<file path="src/sv/lsoa_pkg.sv">
// Shared types and constants for the lidar sector obstacle avoider.
package lsoa_pkg;

   localparam int IDX_W        = 10;
   localparam int RANGE_W      = 16;
   localparam int SCAN_SAMPLES = 1024;
   localparam int CSR_INDEX_W  = 3;
   localparam int CSR_DATA_W   = 16;
   localparam int QUEUE_DEPTH  = 2;
   localparam int QPTR_W       = $clog2(QUEUE_DEPTH);
   localparam int QCNT_W       = $clog2(QUEUE_DEPTH + 1);

   localparam logic [CSR_INDEX_W-1:0] CSR_LEFT_LOW     = 3'd0;
   localparam logic [CSR_INDEX_W-1:0] CSR_CENTER_START = 3'd1;
   localparam logic [CSR_INDEX_W-1:0] CSR_CENTER_END   = 3'd2;
   localparam logic [CSR_INDEX_W-1:0] CSR_RIGHT_HIGH   = 3'd3;
   localparam logic [CSR_INDEX_W-1:0] CSR_SAFE_RANGE   = 3'd4;
   localparam logic [CSR_INDEX_W-1:0] CSR_STOP_RANGE   = 3'd5;

   localparam logic [IDX_W-1:0]   LEFT_LOW_RESET     = 10'd192;
   localparam logic [IDX_W-1:0]   CENTER_START_RESET = 10'd384;
   localparam logic [IDX_W-1:0]   CENTER_END_RESET   = 10'd640;
   localparam logic [IDX_W-1:0]   RIGHT_HIGH_RESET   = 10'd832;
   localparam logic [RANGE_W-1:0] SAFE_RANGE_RESET   = 16'd1000;
   localparam logic [RANGE_W-1:0] STOP_RANGE_RESET   = 16'd500;

   localparam logic [1:0] DIR_NONE  = 2'd0;
   localparam logic [1:0] DIR_LEFT  = 2'd1;
   localparam logic [1:0] DIR_RIGHT = 2'd2;

   typedef struct packed {
      logic [IDX_W-1:0]   left_low_index;
      logic [IDX_W-1:0]   center_start_index;
      logic [IDX_W-1:0]   center_end_index;
      logic [IDX_W-1:0]   right_high_index;
      logic [RANGE_W-1:0] safe_range;
      logic [RANGE_W-1:0] stop_range;
   } cfg_type;

   typedef struct packed {
      logic [RANGE_W-1:0] range_value;
      logic               in_center;
      logic               in_left;
      logic               in_right;
      logic               last_sample;
   } item_type;

   typedef struct packed {
      logic               keep_moving;
      logic               turning;
      logic               turn_left;
      logic               turn_right;
      logic               drive_forward;
      logic [1:0]         turn_direction;
      logic [RANGE_W-1:0] center_closest;
      logic [RANGE_W-1:0] left_closest;
      logic [RANGE_W-1:0] right_closest;
   } rsp_type;

endpackage

</file>
<file path="src/sv/lsoa_req_if.sv">
// Request channel: one range sample with its index and end-of-scan mark.
interface lsoa_req_if;
   logic                        valid;
   logic                        ready;
   logic [lsoa_pkg::IDX_W-1:0]   sample_index;
   logic [lsoa_pkg::RANGE_W-1:0] range_value;
   logic                        last_sample;

   modport source (output valid, output sample_index, output range_value,
                   output last_sample, input ready);
   modport sink (input valid, input sample_index, input range_value,
                 input last_sample, output ready);
endinterface

</file>
<file path="src/sv/lsoa_rsp_if.sv">
// Response channel: one drive command per scan.
interface lsoa_rsp_if;
   logic                        valid;
   logic                        ready;
   logic                        keep_moving;
   logic                        turning;
   logic                        turn_left;
   logic                        turn_right;
   logic                        drive_forward;
   logic [1:0]                  turn_direction;
   logic [lsoa_pkg::RANGE_W-1:0] center_closest;
   logic [lsoa_pkg::RANGE_W-1:0] left_closest;
   logic [lsoa_pkg::RANGE_W-1:0] right_closest;

   modport source (output valid, output keep_moving, output turning,
                   output turn_left, output turn_right, output drive_forward,
                   output turn_direction, output center_closest,
                   output left_closest, output right_closest, input ready);
   modport sink (input valid, input keep_moving, input turning,
                 input turn_left, input turn_right, input drive_forward,
                 input turn_direction, input center_closest,
                 input left_closest, input right_closest, output ready);
endinterface

</file>
<file path="src/sv/lsoa_csr.sv">
// Configuration register file for window bounds and range thresholds.
module lsoa_csr (
   input  logic                                clock,
   input  logic                                reset,
   input  logic                                csr_we,
   input  logic [lsoa_pkg::CSR_INDEX_W-1:0]    csr_index,
   input  logic [lsoa_pkg::CSR_DATA_W-1:0]     csr_wdata,
   output lsoa_pkg::cfg_type                   cfg
);

   lsoa_pkg::cfg_type cfg_ff;
   lsoa_pkg::cfg_type cfg_in;

   always_comb begin
      cfg_in = cfg_ff;
      if (csr_we) begin
         case (csr_index)
            lsoa_pkg::CSR_LEFT_LOW:
               cfg_in.left_low_index = csr_wdata[lsoa_pkg::IDX_W-1:0];
            lsoa_pkg::CSR_CENTER_START:
               cfg_in.center_start_index = csr_wdata[lsoa_pkg::IDX_W-1:0];
            lsoa_pkg::CSR_CENTER_END:
               cfg_in.center_end_index = csr_wdata[lsoa_pkg::IDX_W-1:0];
            lsoa_pkg::CSR_RIGHT_HIGH:
               cfg_in.right_high_index = csr_wdata[lsoa_pkg::IDX_W-1:0];
            lsoa_pkg::CSR_SAFE_RANGE:
               cfg_in.safe_range = csr_wdata[lsoa_pkg::RANGE_W-1:0];
            lsoa_pkg::CSR_STOP_RANGE:
               cfg_in.stop_range = csr_wdata[lsoa_pkg::RANGE_W-1:0];
            default: ;
         endcase
      end
   end

   always_ff @(posedge clock) begin
      if (reset) begin
         cfg_ff.left_low_index     <= lsoa_pkg::LEFT_LOW_RESET;
         cfg_ff.center_start_index <= lsoa_pkg::CENTER_START_RESET;
         cfg_ff.center_end_index   <= lsoa_pkg::CENTER_END_RESET;
         cfg_ff.right_high_index   <= lsoa_pkg::RIGHT_HIGH_RESET;
         cfg_ff.safe_range         <= lsoa_pkg::SAFE_RANGE_RESET;
         cfg_ff.stop_range         <= lsoa_pkg::STOP_RANGE_RESET;
      end else begin
         cfg_ff <= cfg_in;
      end
   end

   assign cfg = cfg_ff;

endmodule

</file>
<file path="src/sv/lsoa_front.sv">
// Front end: accept samples and tag each with its window membership.
module lsoa_front (
   lsoa_req_if.sink                  req_chan,
   input  lsoa_pkg::cfg_type         cfg,
   input  logic                      queue_full,
   output logic                      push,
   output lsoa_pkg::item_type        push_item
);

   logic in_scan;
   logic on_start;
   logic on_end;

   always_comb begin
      in_scan  = 32'(req_chan.sample_index) < lsoa_pkg::SCAN_SAMPLES;
      on_start = req_chan.sample_index == cfg.center_start_index;
      on_end   = req_chan.sample_index == cfg.center_end_index;

      push_item.range_value = req_chan.range_value;
      push_item.last_sample = req_chan.last_sample;
      push_item.in_center   = in_scan && (on_start ||
         (req_chan.sample_index >= cfg.center_start_index &&
          req_chan.sample_index <= cfg.center_end_index));
      push_item.in_left     = in_scan && (on_start ||
         (req_chan.sample_index >= cfg.left_low_index &&
          req_chan.sample_index <= cfg.center_start_index));
      push_item.in_right    = in_scan && (on_end ||
         (req_chan.sample_index >= cfg.center_end_index &&
          req_chan.sample_index <= cfg.right_high_index));
   end

   assign req_chan.ready = !queue_full;
   assign push           = req_chan.valid && !queue_full;

endmodule

</file>
<file path="src/sv/lsoa_queue.sv">
// Short register queue between the front and back ends.
module lsoa_queue (
   input  logic                 clock,
   input  logic                 reset,
   input  logic                 push,
   input  lsoa_pkg::item_type   push_item,
   input  logic                 pop,
   output logic                 full,
   output logic                 not_empty,
   output lsoa_pkg::item_type   head_item
);

   lsoa_pkg::item_type               mem_ff [lsoa_pkg::QUEUE_DEPTH];
   logic [lsoa_pkg::QPTR_W-1:0]      wr_ptr_ff;
   logic [lsoa_pkg::QPTR_W-1:0]      wr_ptr_in;
   logic [lsoa_pkg::QPTR_W-1:0]      rd_ptr_ff;
   logic [lsoa_pkg::QPTR_W-1:0]      rd_ptr_in;
   logic [lsoa_pkg::QCNT_W-1:0]      count_ff;
   logic [lsoa_pkg::QCNT_W-1:0]      count_in;

   always_comb begin
      wr_ptr_in = wr_ptr_ff;
      rd_ptr_in = rd_ptr_ff;
      count_in  = count_ff;
      if (push) begin
         wr_ptr_in = (32'(wr_ptr_ff) == lsoa_pkg::QUEUE_DEPTH - 1) ?
                     '0 : wr_ptr_ff + 1'b1;
      end
      if (pop) begin
         rd_ptr_in = (32'(rd_ptr_ff) == lsoa_pkg::QUEUE_DEPTH - 1) ?
                     '0 : rd_ptr_ff + 1'b1;
      end
      if (push && !pop) begin
         count_in = count_ff + 1'b1;
      end else if (pop && !push) begin
         count_in = count_ff - 1'b1;
      end
   end

   always_ff @(posedge clock) begin
      if (reset) begin
         wr_ptr_ff <= '0;
         rd_ptr_ff <= '0;
         count_ff  <= '0;
      end else begin
         wr_ptr_ff <= wr_ptr_in;
         rd_ptr_ff <= rd_ptr_in;
         count_ff  <= count_in;
      end
   end

   always_ff @(posedge clock) begin
      if (push) begin
         mem_ff[wr_ptr_ff] <= push_item;
      end
   end

   assign full      = 32'(count_ff) == lsoa_pkg::QUEUE_DEPTH;
   assign not_empty = count_ff != '0;
   assign head_item = mem_ff[rd_ptr_ff];

endmodule

</file>
<file path="src/sv/lsoa_back.sv">
// Back end: fold window minimums, decide on scan end, hold the response.
module lsoa_back (
   input  logic                 clock,
   input  logic                 reset,
   input  lsoa_pkg::cfg_type    cfg,
   input  logic                 head_valid,
   input  lsoa_pkg::item_type   head_item,
   output logic                 pop,
   lsoa_rsp_if.source           rsp_chan
);

   logic [lsoa_pkg::RANGE_W-1:0] cmin_ff;
   logic [lsoa_pkg::RANGE_W-1:0] cmin_in;
   logic [lsoa_pkg::RANGE_W-1:0] lmin_ff;
   logic [lsoa_pkg::RANGE_W-1:0] lmin_in;
   logic [lsoa_pkg::RANGE_W-1:0] rmin_ff;
   logic [lsoa_pkg::RANGE_W-1:0] rmin_in;
   logic                         left_choice_ff;
   logic                         left_choice_in;
   logic                         right_choice_ff;
   logic                         right_choice_in;
   logic                         rsp_valid_ff;
   logic                         rsp_valid_in;
   lsoa_pkg::rsp_type            rsp_ff;
   lsoa_pkg::rsp_type            rsp_in;

   logic [lsoa_pkg::RANGE_W-1:0] c_fold;
   logic [lsoa_pkg::RANGE_W-1:0] l_fold;
   logic [lsoa_pkg::RANGE_W-1:0] r_fold;
   logic                         turn;
   logic                         below_stop;
   logic                         pick_left;
   logic                         decide;

   always_comb begin
      c_fold = (head_item.in_center && head_item.range_value < cmin_ff) ?
               head_item.range_value : cmin_ff;
      l_fold = (head_item.in_left && head_item.range_value < lmin_ff) ?
               head_item.range_value : lmin_ff;
      r_fold = (head_item.in_right && head_item.range_value < rmin_ff) ?
               head_item.range_value : rmin_ff;

      below_stop = c_fold < cfg.stop_range;
      turn       = below_stop || (c_fold < cfg.safe_range);
      pick_left  = l_fold <= r_fold;

      pop    = head_valid &&
               (!head_item.last_sample || !rsp_valid_ff || rsp_chan.ready);
      decide = pop && head_item.last_sample;
   end

   always_comb begin
      cmin_in         = cmin_ff;
      lmin_in         = lmin_ff;
      rmin_in         = rmin_ff;
      left_choice_in  = left_choice_ff;
      right_choice_in = right_choice_ff;
      rsp_valid_in    = rsp_valid_ff && !rsp_chan.ready;
      rsp_in          = rsp_ff;

      if (pop) begin
         cmin_in = c_fold;
         lmin_in = l_fold;
         rmin_in = r_fold;
      end

      if (decide) begin
         cmin_in = '1;
         lmin_in = '1;
         rmin_in = '1;
         if (turn) begin
            left_choice_in  = pick_left;
            right_choice_in = !pick_left;
         end
         rsp_valid_in          = 1'b1;
         rsp_in.keep_moving    = !below_stop;
         rsp_in.drive_forward  = !below_stop;
         rsp_in.turning        = turn;
         rsp_in.turn_left      = left_choice_in;
         rsp_in.turn_right     = right_choice_in;
         rsp_in.center_closest = c_fold;
         rsp_in.left_closest   = l_fold;
         rsp_in.right_closest  = r_fold;
         if (!turn) begin
            rsp_in.turn_direction = lsoa_pkg::DIR_NONE;
         end else if (left_choice_in) begin
            rsp_in.turn_direction = lsoa_pkg::DIR_LEFT;
         end else if (right_choice_in) begin
            rsp_in.turn_direction = lsoa_pkg::DIR_RIGHT;
         end else begin
            rsp_in.turn_direction = lsoa_pkg::DIR_NONE;
         end
      end
   end

   always_ff @(posedge clock) begin
      if (reset) begin
         cmin_ff         <= '1;
         lmin_ff         <= '1;
         rmin_ff         <= '1;
         left_choice_ff  <= 1'b0;
         right_choice_ff <= 1'b0;
         rsp_valid_ff    <= 1'b0;
      end else begin
         cmin_ff         <= cmin_in;
         lmin_ff         <= lmin_in;
         rmin_ff         <= rmin_in;
         left_choice_ff  <= left_choice_in;
         right_choice_ff <= right_choice_in;
         rsp_valid_ff    <= rsp_valid_in;
      end
   end

   always_ff @(posedge clock) begin
      rsp_ff <= rsp_in;
   end

   assign rsp_chan.valid          = rsp_valid_ff;
   assign rsp_chan.keep_moving    = rsp_ff.keep_moving;
   assign rsp_chan.turning        = rsp_ff.turning;
   assign rsp_chan.turn_left      = rsp_ff.turn_left;
   assign rsp_chan.turn_right     = rsp_ff.turn_right;
   assign rsp_chan.drive_forward  = rsp_ff.drive_forward;
   assign rsp_chan.turn_direction = rsp_ff.turn_direction;
   assign rsp_chan.center_closest = rsp_ff.center_closest;
   assign rsp_chan.left_closest   = rsp_ff.left_closest;
   assign rsp_chan.right_closest  = rsp_ff.right_closest;

endmodule

</file>
<file path="src/sv/lidar_sector_obstacle_avoider_unit.sv">
// Top level of the lidar sector obstacle avoider.
// Throughput: one request per cycle while the response side keeps up.
// Response path: an accepted last-sample request is written into the queue, and the back
// end pops it and loads the output register, unless a held response is not yet taken.
// Reset: synchronous; minimums go to all ones, turn choices clear, registers load defaults.
module lidar_sector_obstacle_avoider_unit (
   input  logic                             clock,
   input  logic                             reset,
   lsoa_req_if.sink                         req_chan,
   lsoa_rsp_if.source                       rsp_chan,
   input  logic                             csr_we,
   input  logic [lsoa_pkg::CSR_INDEX_W-1:0] csr_index,
   input  logic [lsoa_pkg::CSR_DATA_W-1:0]  csr_wdata
);

   lsoa_pkg::cfg_type  cfg;
   lsoa_pkg::item_type push_item;
   lsoa_pkg::item_type head_item;
   logic               push;
   logic               pop;
   logic               queue_full;
   logic               head_valid;

   lsoa_csr u_csr (
      .clock     (clock),
      .reset     (reset),
      .csr_we    (csr_we),
      .csr_index (csr_index),
      .csr_wdata (csr_wdata),
      .cfg       (cfg)
   );

   lsoa_front u_front (
      .req_chan   (req_chan),
      .cfg        (cfg),
      .queue_full (queue_full),
      .push       (push),
      .push_item  (push_item)
   );

   lsoa_queue u_queue (
      .clock     (clock),
      .reset     (reset),
      .push      (push),
      .push_item (push_item),
      .pop       (pop),
      .full      (queue_full),
      .not_empty (head_valid),
      .head_item (head_item)
   );

   lsoa_back u_back (
      .clock      (clock),
      .reset      (reset),
      .cfg        (cfg),
      .head_valid (head_valid),
      .head_item  (head_item),
      .pop        (pop),
      .rsp_chan   (rsp_chan)
   );

endmodule
</file>
<file path="src/flat_wrapper.sv">
// flat-port wrapper written by rule: the top's interface ports become plain ports
module lidar_sector_obstacle_avoider_unit_flat 
  (clock, reset, csr_we, csr_index, csr_wdata, req_chan_valid, req_chan_sample_index, req_chan_range_value, req_chan_last_sample, req_chan_ready, rsp_chan_valid, rsp_chan_keep_moving, rsp_chan_turning, rsp_chan_turn_left, rsp_chan_turn_right, rsp_chan_drive_forward, rsp_chan_turn_direction, rsp_chan_center_closest, rsp_chan_left_closest, rsp_chan_right_closest, rsp_chan_ready);
  lsoa_req_if req_chan_i ();
  lsoa_rsp_if rsp_chan_i ();
  input  logic clock;
  input  logic reset;
  input  logic csr_we;
  input  logic [lsoa_pkg::CSR_INDEX_W-1:0] csr_index;
  input  logic [lsoa_pkg::CSR_DATA_W-1:0] csr_wdata;
  input wire logic [$bits(req_chan_i.valid)-1:0] req_chan_valid;
  input wire logic [$bits(req_chan_i.sample_index)-1:0] req_chan_sample_index;
  input wire logic [$bits(req_chan_i.range_value)-1:0] req_chan_range_value;
  input wire logic [$bits(req_chan_i.last_sample)-1:0] req_chan_last_sample;
  output wire logic [$bits(req_chan_i.ready)-1:0] req_chan_ready;
  output wire logic [$bits(rsp_chan_i.valid)-1:0] rsp_chan_valid;
  output wire logic [$bits(rsp_chan_i.keep_moving)-1:0] rsp_chan_keep_moving;
  output wire logic [$bits(rsp_chan_i.turning)-1:0] rsp_chan_turning;
  output wire logic [$bits(rsp_chan_i.turn_left)-1:0] rsp_chan_turn_left;
  output wire logic [$bits(rsp_chan_i.turn_right)-1:0] rsp_chan_turn_right;
  output wire logic [$bits(rsp_chan_i.drive_forward)-1:0] rsp_chan_drive_forward;
  output wire logic [$bits(rsp_chan_i.turn_direction)-1:0] rsp_chan_turn_direction;
  output wire logic [$bits(rsp_chan_i.center_closest)-1:0] rsp_chan_center_closest;
  output wire logic [$bits(rsp_chan_i.left_closest)-1:0] rsp_chan_left_closest;
  output wire logic [$bits(rsp_chan_i.right_closest)-1:0] rsp_chan_right_closest;
  input wire logic [$bits(rsp_chan_i.ready)-1:0] rsp_chan_ready;
  assign req_chan_i.valid = req_chan_valid;
  assign req_chan_i.sample_index = req_chan_sample_index;
  assign req_chan_i.range_value = req_chan_range_value;
  assign req_chan_i.last_sample = req_chan_last_sample;
  assign req_chan_ready = req_chan_i.ready;
  assign rsp_chan_valid = rsp_chan_i.valid;
  assign rsp_chan_keep_moving = rsp_chan_i.keep_moving;
  assign rsp_chan_turning = rsp_chan_i.turning;
  assign rsp_chan_turn_left = rsp_chan_i.turn_left;
  assign rsp_chan_turn_right = rsp_chan_i.turn_right;
  assign rsp_chan_drive_forward = rsp_chan_i.drive_forward;
  assign rsp_chan_turn_direction = rsp_chan_i.turn_direction;
  assign rsp_chan_center_closest = rsp_chan_i.center_closest;
  assign rsp_chan_left_closest = rsp_chan_i.left_closest;
  assign rsp_chan_right_closest = rsp_chan_i.right_closest;
  assign rsp_chan_i.ready = rsp_chan_ready;
  lidar_sector_obstacle_avoider_unit u_core (.clock(clock), .reset(reset), .req_chan(req_chan_i), .rsp_chan(rsp_chan_i), .csr_we(csr_we), .csr_index(csr_index), .csr_wdata(csr_wdata));
endmodule
</file>
<file path="config.mk">
export PLATFORM = sky130hd
export DESIGN_NAME = lidar_sector_obstacle_avoider_unit_flat
export DESIGN_NICKNAME = d
export VERILOG_FILES = /design/src/sv/lsoa_pkg.sv /design/src/sv/lsoa_req_if.sv /design/src/sv/lsoa_rsp_if.sv /design/src/sv/lsoa_csr.sv /design/src/sv/lsoa_front.sv /design/src/sv/lsoa_queue.sv /design/src/sv/lsoa_back.sv /design/src/sv/lidar_sector_obstacle_avoider_unit.sv /design/src/flat_wrapper.sv
export SDC_FILE = /design/constraint.sdc
export NUM_CORES = 1
export LEC_CHECK = 0
export BUFFER_PORTS_ARGS = -buffer_cell sky130_fd_sc_hd__buf_2
export CAP_MARGIN = 15
export CORE_ASPECT_RATIO = 0.5
export CORE_MARGIN = 2
export CORE_UTILIZATION = 29
export DETAILED_ROUTE_END_ITERATION = 8
export MAX_ROUTING_LAYER = met4
export PLACE_DENSITY = 0.55
export SLEW_MARGIN = 10
export SYNTH_ARGS = -nofsm -noshare
export SYNTH_HDL_FRONTEND = slang
export SYNTH_SLANG_ARGS = --single-unit
</file>
<file path="constraint.sdc">
create_clock -name clock -period 6.4 [get_ports clock]
set_input_delay 0.64 -clock clock [delete_from_list [all_inputs] [get_ports clock]]
set_output_delay 0.64 -clock clock [all_outputs]
set_load 0.02 [all_outputs]
</file>
## Word level (Yosys, flattened, before mapping)

Memories as Yosys holds them, arrays and structs flattened. A register that Yosys moved wholly into a read port is not among the register bits.
Cells that the tools add are included.

- Flip-flop bits (word level): 181
- Bits in writable memories: 40
- Input port bits: 51
- Output and inout bits: 57
- Memories kept: 1

Memories:

| memory | depth | bits a word | rd ports | clocked after memory_dff | wr ports | RTL line | source |
|---|---|---|---|---|---|---|---|
| u_core.u_queue.mem_ff | 2 | 20 | 1 | 1 | 1 | lsoa_queue.sv:13 | `lsoa_pkg::item_type mem_ff [lsoa_pkg::QUEUE_DEPTH];` |

- $add $sub $neg: 4
- $lt $le $gt $ge: 12
- Equality and inequality tests: 8
- Multiplexer cells: 18
- Bitwise logic cells: 1
- Reductions and logical operators: 37

Operator list:

| kind | number |
|---|---|
| $lt A16 B16 Y1 | 5 |
| $mux W16 | 3 |
| $ge A10 B10 Y1 | 3 |
| $le A10 B10 Y1 | 3 |
| $eq A10 B10 Y1 | 2 |
| $le A16 B16 Y1 | 1 |
| $logic_and A1 B1 Y1 | 12 |
| $mux W1 | 12 |
| $reduce_and A2 Y1 | 6 |
| $logic_not A1 Y1 | 8 |
| $eq A3 B2 Y1 const B | 2 |
| $eq A3 B3 Y1 const B | 2 |
| $logic_or A1 B1 Y1 | 6 |
| $mux W2 | 3 |
| $reduce_bool A2 Y1 | 2 |
| $reduce_or A2 Y1 | 2 |
| $eq A3 B1 Y1 const B | 1 |
| $logic_not A3 Y1 | 1 |
| $add A1 B1 Y1 const B | 2 |
| $add A2 B1 Y2 const B | 1 |
| $eq A2 B2 Y1 const B | 1 |
| $sub A2 B1 Y2 const B | 1 |
| $not A1 Y1 | 1 |

## Longest topological paths before layout

Gate-level depths: netlist of run 1.

- Depth after elaboration: 9
- Gate-level depth with buffers: 22
- Gate-level depth less buffers: 19

## Cells and area by module

A second synthesis of run 1 with hierarchy kept.

- Cells, all modules: 1,336
- Area, all modules: 13,223.9 µm²

Modules (own cells, without submodules):

| module | times used | cells each | area each (µm²) |
|---|---|---|---|
| lsoa_back | 1 | 813 | 7,479.7 |
| lsoa_csr | 1 | 275 | 2,925.3 |
| lsoa_queue | 1 | 84 | 1,646.6 |
| lsoa_front | 1 | 164 | 1,172.4 |

## Least setup slack after synthesis of run 1

OpenSTA, ideal clock, no wires.

- Kind: reg-to-reg
- Start point: register (tool-made name)
- End point: register u_core.u_back.right_choice_ff
- Arrival: 5,173 ps
- Data required time: 6,283 ps
- Path slack: 1,109 ps
- Stages on the path, launching flop included: 22
- Period minus slack after synthesis: 5,291 ps
- Cells stage by stage: dfxtp_1 > buf_2 > buf_1 > mux2_2 > ha_1 > a21o_1 > a21o_1 > a21o_1 > a21o_1 > a211oi_2 > nor2_1 > nor3_4 > buf_4 > mux2_2 > ha_1 > nand4_1 > or3_1 > nor3_1 > or2_2 > o22ai_1 > and2_1 > a32o_1

RTL lines:

| item | RTL line | source |
|---|---|---|
| end signal, assigned | lsoa_back.sv:109 | `right_choice_ff <= right_choice_in;` |
| end, declared | lsoa_back.sv:20 | `logic right_choice_ff;` |

==> summary.txt, run 1 <==
Critical path
  • Crit end category: flip-flop
  • Top fanout value on the critical path: 16
  • R2R setup slack: 0.73 ns
  • Startpoint Class: flip-flop
  • Critical path class: flip-flop to flip-flop
  • CP Data Required Time: 6.68 ns
  • WP data arrival: 5.95 ns

Pwr
  • PwrDens: 441 nW/um^2
  • Worst vdd ir: 204 uV
  • Clock power share: 0.229
  • Total power: 5.96 mW
  • Seq pwr share: 0.331
  • Leakage: 5.75 nW
  • NetSw: 2.34 mW
  • Comb pwr share: 0.440
  • Sw frac: 0.392
  • P_int: 3.62 mW

Logic synthesis
  • Cell Area, Synth: 11600 sq um
  • Synth area leaders: edfxtp_1 24%, dfxtp_1 22%, ha_1 14%
  • Synth unique cells: 58
  • Synth Instances: 1194
  • YS warnings: 0
  • Sequential element share of the synthesized area: 0.464
  • Share of the synthesized area in the top cell type: 0.243
  • Area leader, netlist: edfxtp_1
  • Register bit total from synthesis: 222
  • Post-Syn Area per Cell: 9.73 sq um
  • Syn_nets: 1377
  • Async S/R FF share, synth: 0
  • Number of enable flip-flop cells after synthesis: 94
  • Main synth FF type: dfxtp_1

GRT
  • GRT Resource Usage Total: 0.149
  • Initial antenna violation count: 4
  • Vias in the first global route: 8377
  • GRT overflow: 0
  • Largest net degree at the start of global routing: 72
  • Global-route wire length before repair: 47700 um

Timing
  • Final hold slack: 0.301 ns
  • Final Hold Viols: 0
  • Worst Tran Pin Value: 1.06 ns
  • Sum of negative setup slack: 0 ns
  • Setup violators final: 0
  • F_max: 0.176 GHz
  • Final min period: 5.67 ns
  • Tcrit/Tclk final: 0.887
  • Unrepaired setup endpoints after global routing: false
  • Max_slew headroom: 0.291
  • Slew Viols, Final: 0
  • Clock skew: 0.0214 ns

Clock network
  • Clock-pin slew on the worst setup and hold paths: 0.06 ns
  • Setup bufs post-CTS: 0
  • Post-CTS sizing: 0
  • CTS Buf Count: 23
  • CTS tree: built
  • Max Root-Sink Buffers: 3
  • CTS root buffer: clkbuf_16
  • Worst skew pair latency: 0.53 ns
  • Clock sinks: 222
  • Hold_buf cts: 0
  • CTS H-Tree Depth: 1

Routing
  • Via count: 8739
  • ANT nets after route: 0
  • Initial DRT Pass Iterations: 4
  • DRT iter0 DRCs: 487
  • Via/cell ratio: 4.74
  • DRC violations left: 0
  • Avg WL per Cell: 16.7 um
  • Post-Route WL: 30800 um

Placement
  • Cell Count Post-Placement: 1799
  • GP Congestion: 0.824
  • Placed cell area: 12700 sq um
  • Dpl hpwl: 22500 um
  • Buffers on Ports: 107

Layout
  • Nets: 1477
  • Area occupied by multi-input gates: 5590 sq um
  • Most frequent cells in the layout: 177 x nand2_1, 132 x ha_1, 128 x dfxtp_1
  • Fin area: 13500 sq um
  • Share of cells above drive strength 1: 0.156
  • Layout Cells excl Fill: 1845
  • Most common cell after layout, fill and taps aside: nand2_1
  • FF+latch area: 5390 sq um
  • Fillers: 4030
  • Synthesis-to-finish area growth: 16.2%

Floorplanning
  • Initial Utilization: 0.296
  • Die Y: 146 um
  • Die width: 287 um
  • Core Region: 39200 sq um
  • Die ar.: 41800 sq um
  • I/O pin count: 108
  • Row Count: 51

Hold path
  • Hold Startpoint: req_chan_range_value[10]
  • Hold WC Path Type: input pin to flip-flop

Run
  • MaxCap Viol Count: 0

Status
  • Status: finished clean
-- Yosys cell counts, drive strengths merged (6+ instances only) --
cell type / instances
nand3: 10
buf: 13
nor2b: 10
a211oi: 7
dfxtp: 128
a2111o: 16
and2: 6
mux2: 33
a21oi: 115
nand4: 19
mux2i: 22
ha: 132
nor2: 53
clkbuf: 31
o21ai: 58
a21o: 25
o211ai: 27
nor3: 22
edfxtp: 94
o21a: 24
nand2: 178
inv: 123
-- cells by family (layout without fill, tap and decap cells) --
logic type               Yosys count  count (layout)  share of synthesized area
AND/OR/NAND/NOR                  319             319                      0.121
AO/OA/AOI/OAI                    294             294                      0.164
flip-flops                       222             222                      0.464
buffers and inverters            168             285                     0.0555
adder cells (fa/ha/maj)          132             132                      0.142
multiplexers                      55              55                     0.0513
XOR/XNOR                           4               4                    0.00302
other                              0               4                          0
-- flip-flops by register name, indices dropped and copies added (netlist names), 2 cells and up, named ones only --
| name | flops |
|---|---|
| u_core.u_queue.count_ff | 2 |
| u_core.u_back.cmin_ff | 16 |
| u_core.u_back.lmin_ff | 16 |
| u_core.u_back.rsp_chan.left_closest | 16 |
| u_core.u_back.rsp_chan.center_closest | 16 |
| u_core.u_back.rsp_chan.right_closest | 16 |
| u_core.u_back.rsp_chan.turn_direction | 2 |
| u_core.u_csr.cfg | 72 |
| u_core.u_queue.mem_ff | 40 |
| u_core.u_back.rmin_ff | 16 |
-- layout make-up --
type / instances / area share
Timing Repair Buffer: 119 / 0.0464
Sequential cell: 222 / 0.399
Inverter: 124 / 0.0345
Antenna cell: 4 / 0.000742
Clock inverter: 12 / 0.0106
Clock buffer: 30 / 0.0453
Tap cell: 530 / 0.0491
Multi-Input combinational cell: 804 / 0.414
-- critical path, cell delays in order (launching register included) --
cell and delay (ns):
dfxtp_1 0.53, buf_4 0.27, mux2_2 0.44, ha_1 0.33, a21oi_1 0.14, o21ai_0 0.10, o41ai_2 0.41, nand2_1 0.39
buf_4 0.32, a21oi_1 0.43, ha_1 0.34, a21oi_1 0.15, o21ai_0 0.12, a221o_1 0.32, a41oi_1 0.33, o21a_1 0.24
a41oi_4 0.06, nand2_2 0.17, mux2_2 0.34
-- per-layer routing --
layer	wire length (um)	GRT usage	vias to the layer above
li1	-	-	4443
met1	14200	0.192	4132
met2	14700	0.241	113
met3	1110	0.0259	51
met4	855	0.0430	0
met5	0	-	-
-- power groups by stage --
| stage | Clock, mW | Sequential [mW] | Combinational, mW |
|---|---|---|---|
| detailed placement | 0 | 2.01 | 2.62 |
| global route | 1.45 | 2.00 | 2.93 |
| floorplan | 0 | 2.12 | 1.71 |
| finish | 1.36 | 1.97 | 2.62 |
| global placement | 0 | 2.01 | 2.61 |
| CTS | 1.40 | 1.98 | 2.64 |
-- final timing paths --
| kind | endpoint | depth (start not counted) |
|---|---|---|
| worst min-delay path | u_core.u_queue.mem_ff[0][14] | 1 |
| worst max-delay path | u_core.u_back.rsp_chan.turn_right | 18 |
| worst min register to register | u_core.u_csr.cfg[46] | 2 |
| worst max register to register | u_core.u_back.rsp_chan.turn_right | 18 |
-- per-stage QoR --
stage | util | worst slack [ns]
6_report | 0.344 | 0.726
5_1_grt | 0.344 | 0.362
3_3_place_gp | 0.325 | 0.784
3_5_place_dp | 0.325 | 0.722
2_1_floorplan | - | 1.11
4_1_cts | 0.344 | 0.717
Note: power is estimated with default switching activity, not from simulation.
==> inputs of run 2 (changes only) <==
--- a/config.mk
+++ b/config.mk
@@ -6,8 +6,6 @@
 export NUM_CORES = 1
 export LEC_CHECK = 0
 export BUFFER_PORTS_ARGS = -buffer_cell sky130_fd_sc_hd__buf_2
-export CAP_MARGIN = 15
-export CORE_ASPECT_RATIO = 0.5
 export CORE_MARGIN = 2
 export CORE_UTILIZATION = 29
 export DETAILED_ROUTE_END_ITERATION = 8
==> run 2 against run 1 <==
Routed wire length is 1.4% higher. Critical path depth down 1. Global-route usage grew 0.40 points. Maximum frequency rose by 1.2%. First-iteration DRC count decreased by 14%. Non-clock buffer count rose by 1. Die area shrank 0.24%. Setup slack gained 0.066 ns. Register-to-register slack better by 0.07 ns. Critical endpoint unchanged. Largest cell class unchanged. Largest power group unchanged. Highest routed layer unchanged.
==> summary.txt, run 2 (same netlist as run 1, synthesis figures left out) <==
Status
  • Status: finished clean

Floorplanning
  • Die Y: 204 um
  • Die width: 204 um
  • Die ar.: 41700 sq um
  • Initial Utilization: 0.293
  • I/O pin count: 108
  • Core Region: 39600 sq um
  • Row Count: 73

Placement
  • Buffers on Ports: 107
  • Placed cell area: 12700 sq um
  • Dpl hpwl: 22400 um
  • Place WS: 0.835 ns
  • GP Congestion: 0.878

Pwr
  • Worst vdd ir: 176 uV
  • Total power: 6.08 mW
  • PwrDens: 447 nW/um^2
  • Leakage: 5.81 nW

Timing
  • F_max: 0.178 GHz
  • Unrepaired setup endpoints after global routing: false
  • Slew Viols, Final: 0
  • Clock skew: 0.0402 ns
  • Sum of negative setup slack: 0 ns
  • Final hold slack: 0.260 ns
  • Max_slew headroom: 0.227
  • Setup violators final: 0
  • Worst Tran Pin Value: 1.15 ns
  • Final Hold Viols: 0
  • Final min period: 5.61 ns
  • Tcrit/Tclk final: 0.876
  • Setup WS post-layout: 0.791 ns

Run
  • MaxCap Viol Count: 0

Routing
  • Avg WL per Cell: 16.9 um
  • Via/cell ratio: 4.81
  • DRT iter0 DRCs: 420
  • Via count: 8874
  • DRC violations left: 0
  • Post-Route WL: 31200 um
  • ANT nets after route: 0
  • Initial DRT Pass Iterations: 5

Layout
  • Most frequent cells in the layout: 177 x nand2_1, 132 x ha_1, 128 x dfxtp_1
  • Most common cell after layout, fill and taps aside: nand2_1
  • Share of cells above drive strength 1: 0.161
  • Nets: 1482
  • Fin area: 13600 sq um
  • Max reg flops: 72
  • Synthesis-to-finish area growth: 17.0%

Clock network
  • Max Root-Sink Buffers: 3
  • Setup bufs post-CTS: 0
  • Clock sinks: 222
  • CTS H-Tree Depth: 1
  • Hold_buf cts: 0
  • Worst skew pair latency: 0.57 ns
  • CTS tree: built
  • CTS root buffer: clkbuf_16
  • CTS Buf Count: 27
  • Clock-pin slew on the worst setup and hold paths: 0.06 ns
  • Post-CTS sizing: 0

Critical path
  • Critical path class: flip-flop to flip-flop
  • WP data arrival: 5.93 ns
  • CP Data Required Time: 6.72 ns
  • Startpoint Class: flip-flop
  • Crit end category: flip-flop
  • Top fanout value on the critical path: 22

GRT
  • Global-route wire length before repair: 48200 um
  • GRT Resource Usage Total: 0.153
  • Initial antenna violation count: 1
  • Largest net degree at the start of global routing: 76
  • Vias in the first global route: 8658
  • GRT overflow: 0

Hold path
  • Hold WC Path Type: input pin to flip-flop
[run 2: final cells by class]
cell class	count	area (sq um)
clock buffer	36	749
tap	525	657
inverter	124	465
sequential	222	5390
antenna	1	2.50
clock inverter	14	114
fill	4108	26000
multi-input combinational	804	5590
timing repair buffer	120	633
[run 2: routing by layer]
metal | wire, um | part of all wire | global-route usage
met1 | 14300 | 0.46 | 0.198
met2 | 14400 | 0.46 | 0.246
met3 | 1500 | 0.048 | 0.0234
met4 | 1030 | 0.033 | 0.0512
met5 | 0 | 0 | -
[run 2: path summary, 6_finish.rpt]
check                                               from                                end  slack (ns)  cells past startpoint
worst max-delay path                           flip-flop  u_core.u_back.rsp_chan.turn_right        0.79                     17
worst min-delay path            req_chan_range_value[11]       u_core.u_queue.mem_ff[1][15]        0.26                      1
worst max register to register                 flip-flop  u_core.u_back.rsp_chan.turn_right        0.79                     17
worst min register to register      u_core.u_csr.cfg[36]               u_core.u_csr.cfg[36]        0.45                      2
[run 2: per-stage QoR]
step / utilization / cells
6_report: 0.343 / 1846
5_1_grt: 0.343 / 1846
4_1_cts: 0.343 / 1845
3_5_place_dp: 0.321 / 1795
3_3_place_gp: 0.321 / 1795
2_1_floorplan: - / 1194
[run 2: power by group]
group / switching [mW] / internal [mW]
combinational: 1.66 / 0.962
clock: 0.614 / 0.864
sequential: 0.117 / 1.86
[run 2: critical path, cell delays in order, from the launching register on]
cell and delay, ns:
dfxtp_1 0.61, buf_4 0.25, mux2_2 0.43, ha_1 0.34
a21oi_1 0.16, o21ai_0 0.10, o41ai_2 0.43, nand2_1 0.26
buf_4 0.28, a21oi_1 0.45, ha_1 0.36, a21o_1 0.19
a221o_1 0.34, a41oi_1 0.33, o21a_1 0.23, a41oi_4 0.06
nand2_2 0.18, mux2_2 0.34
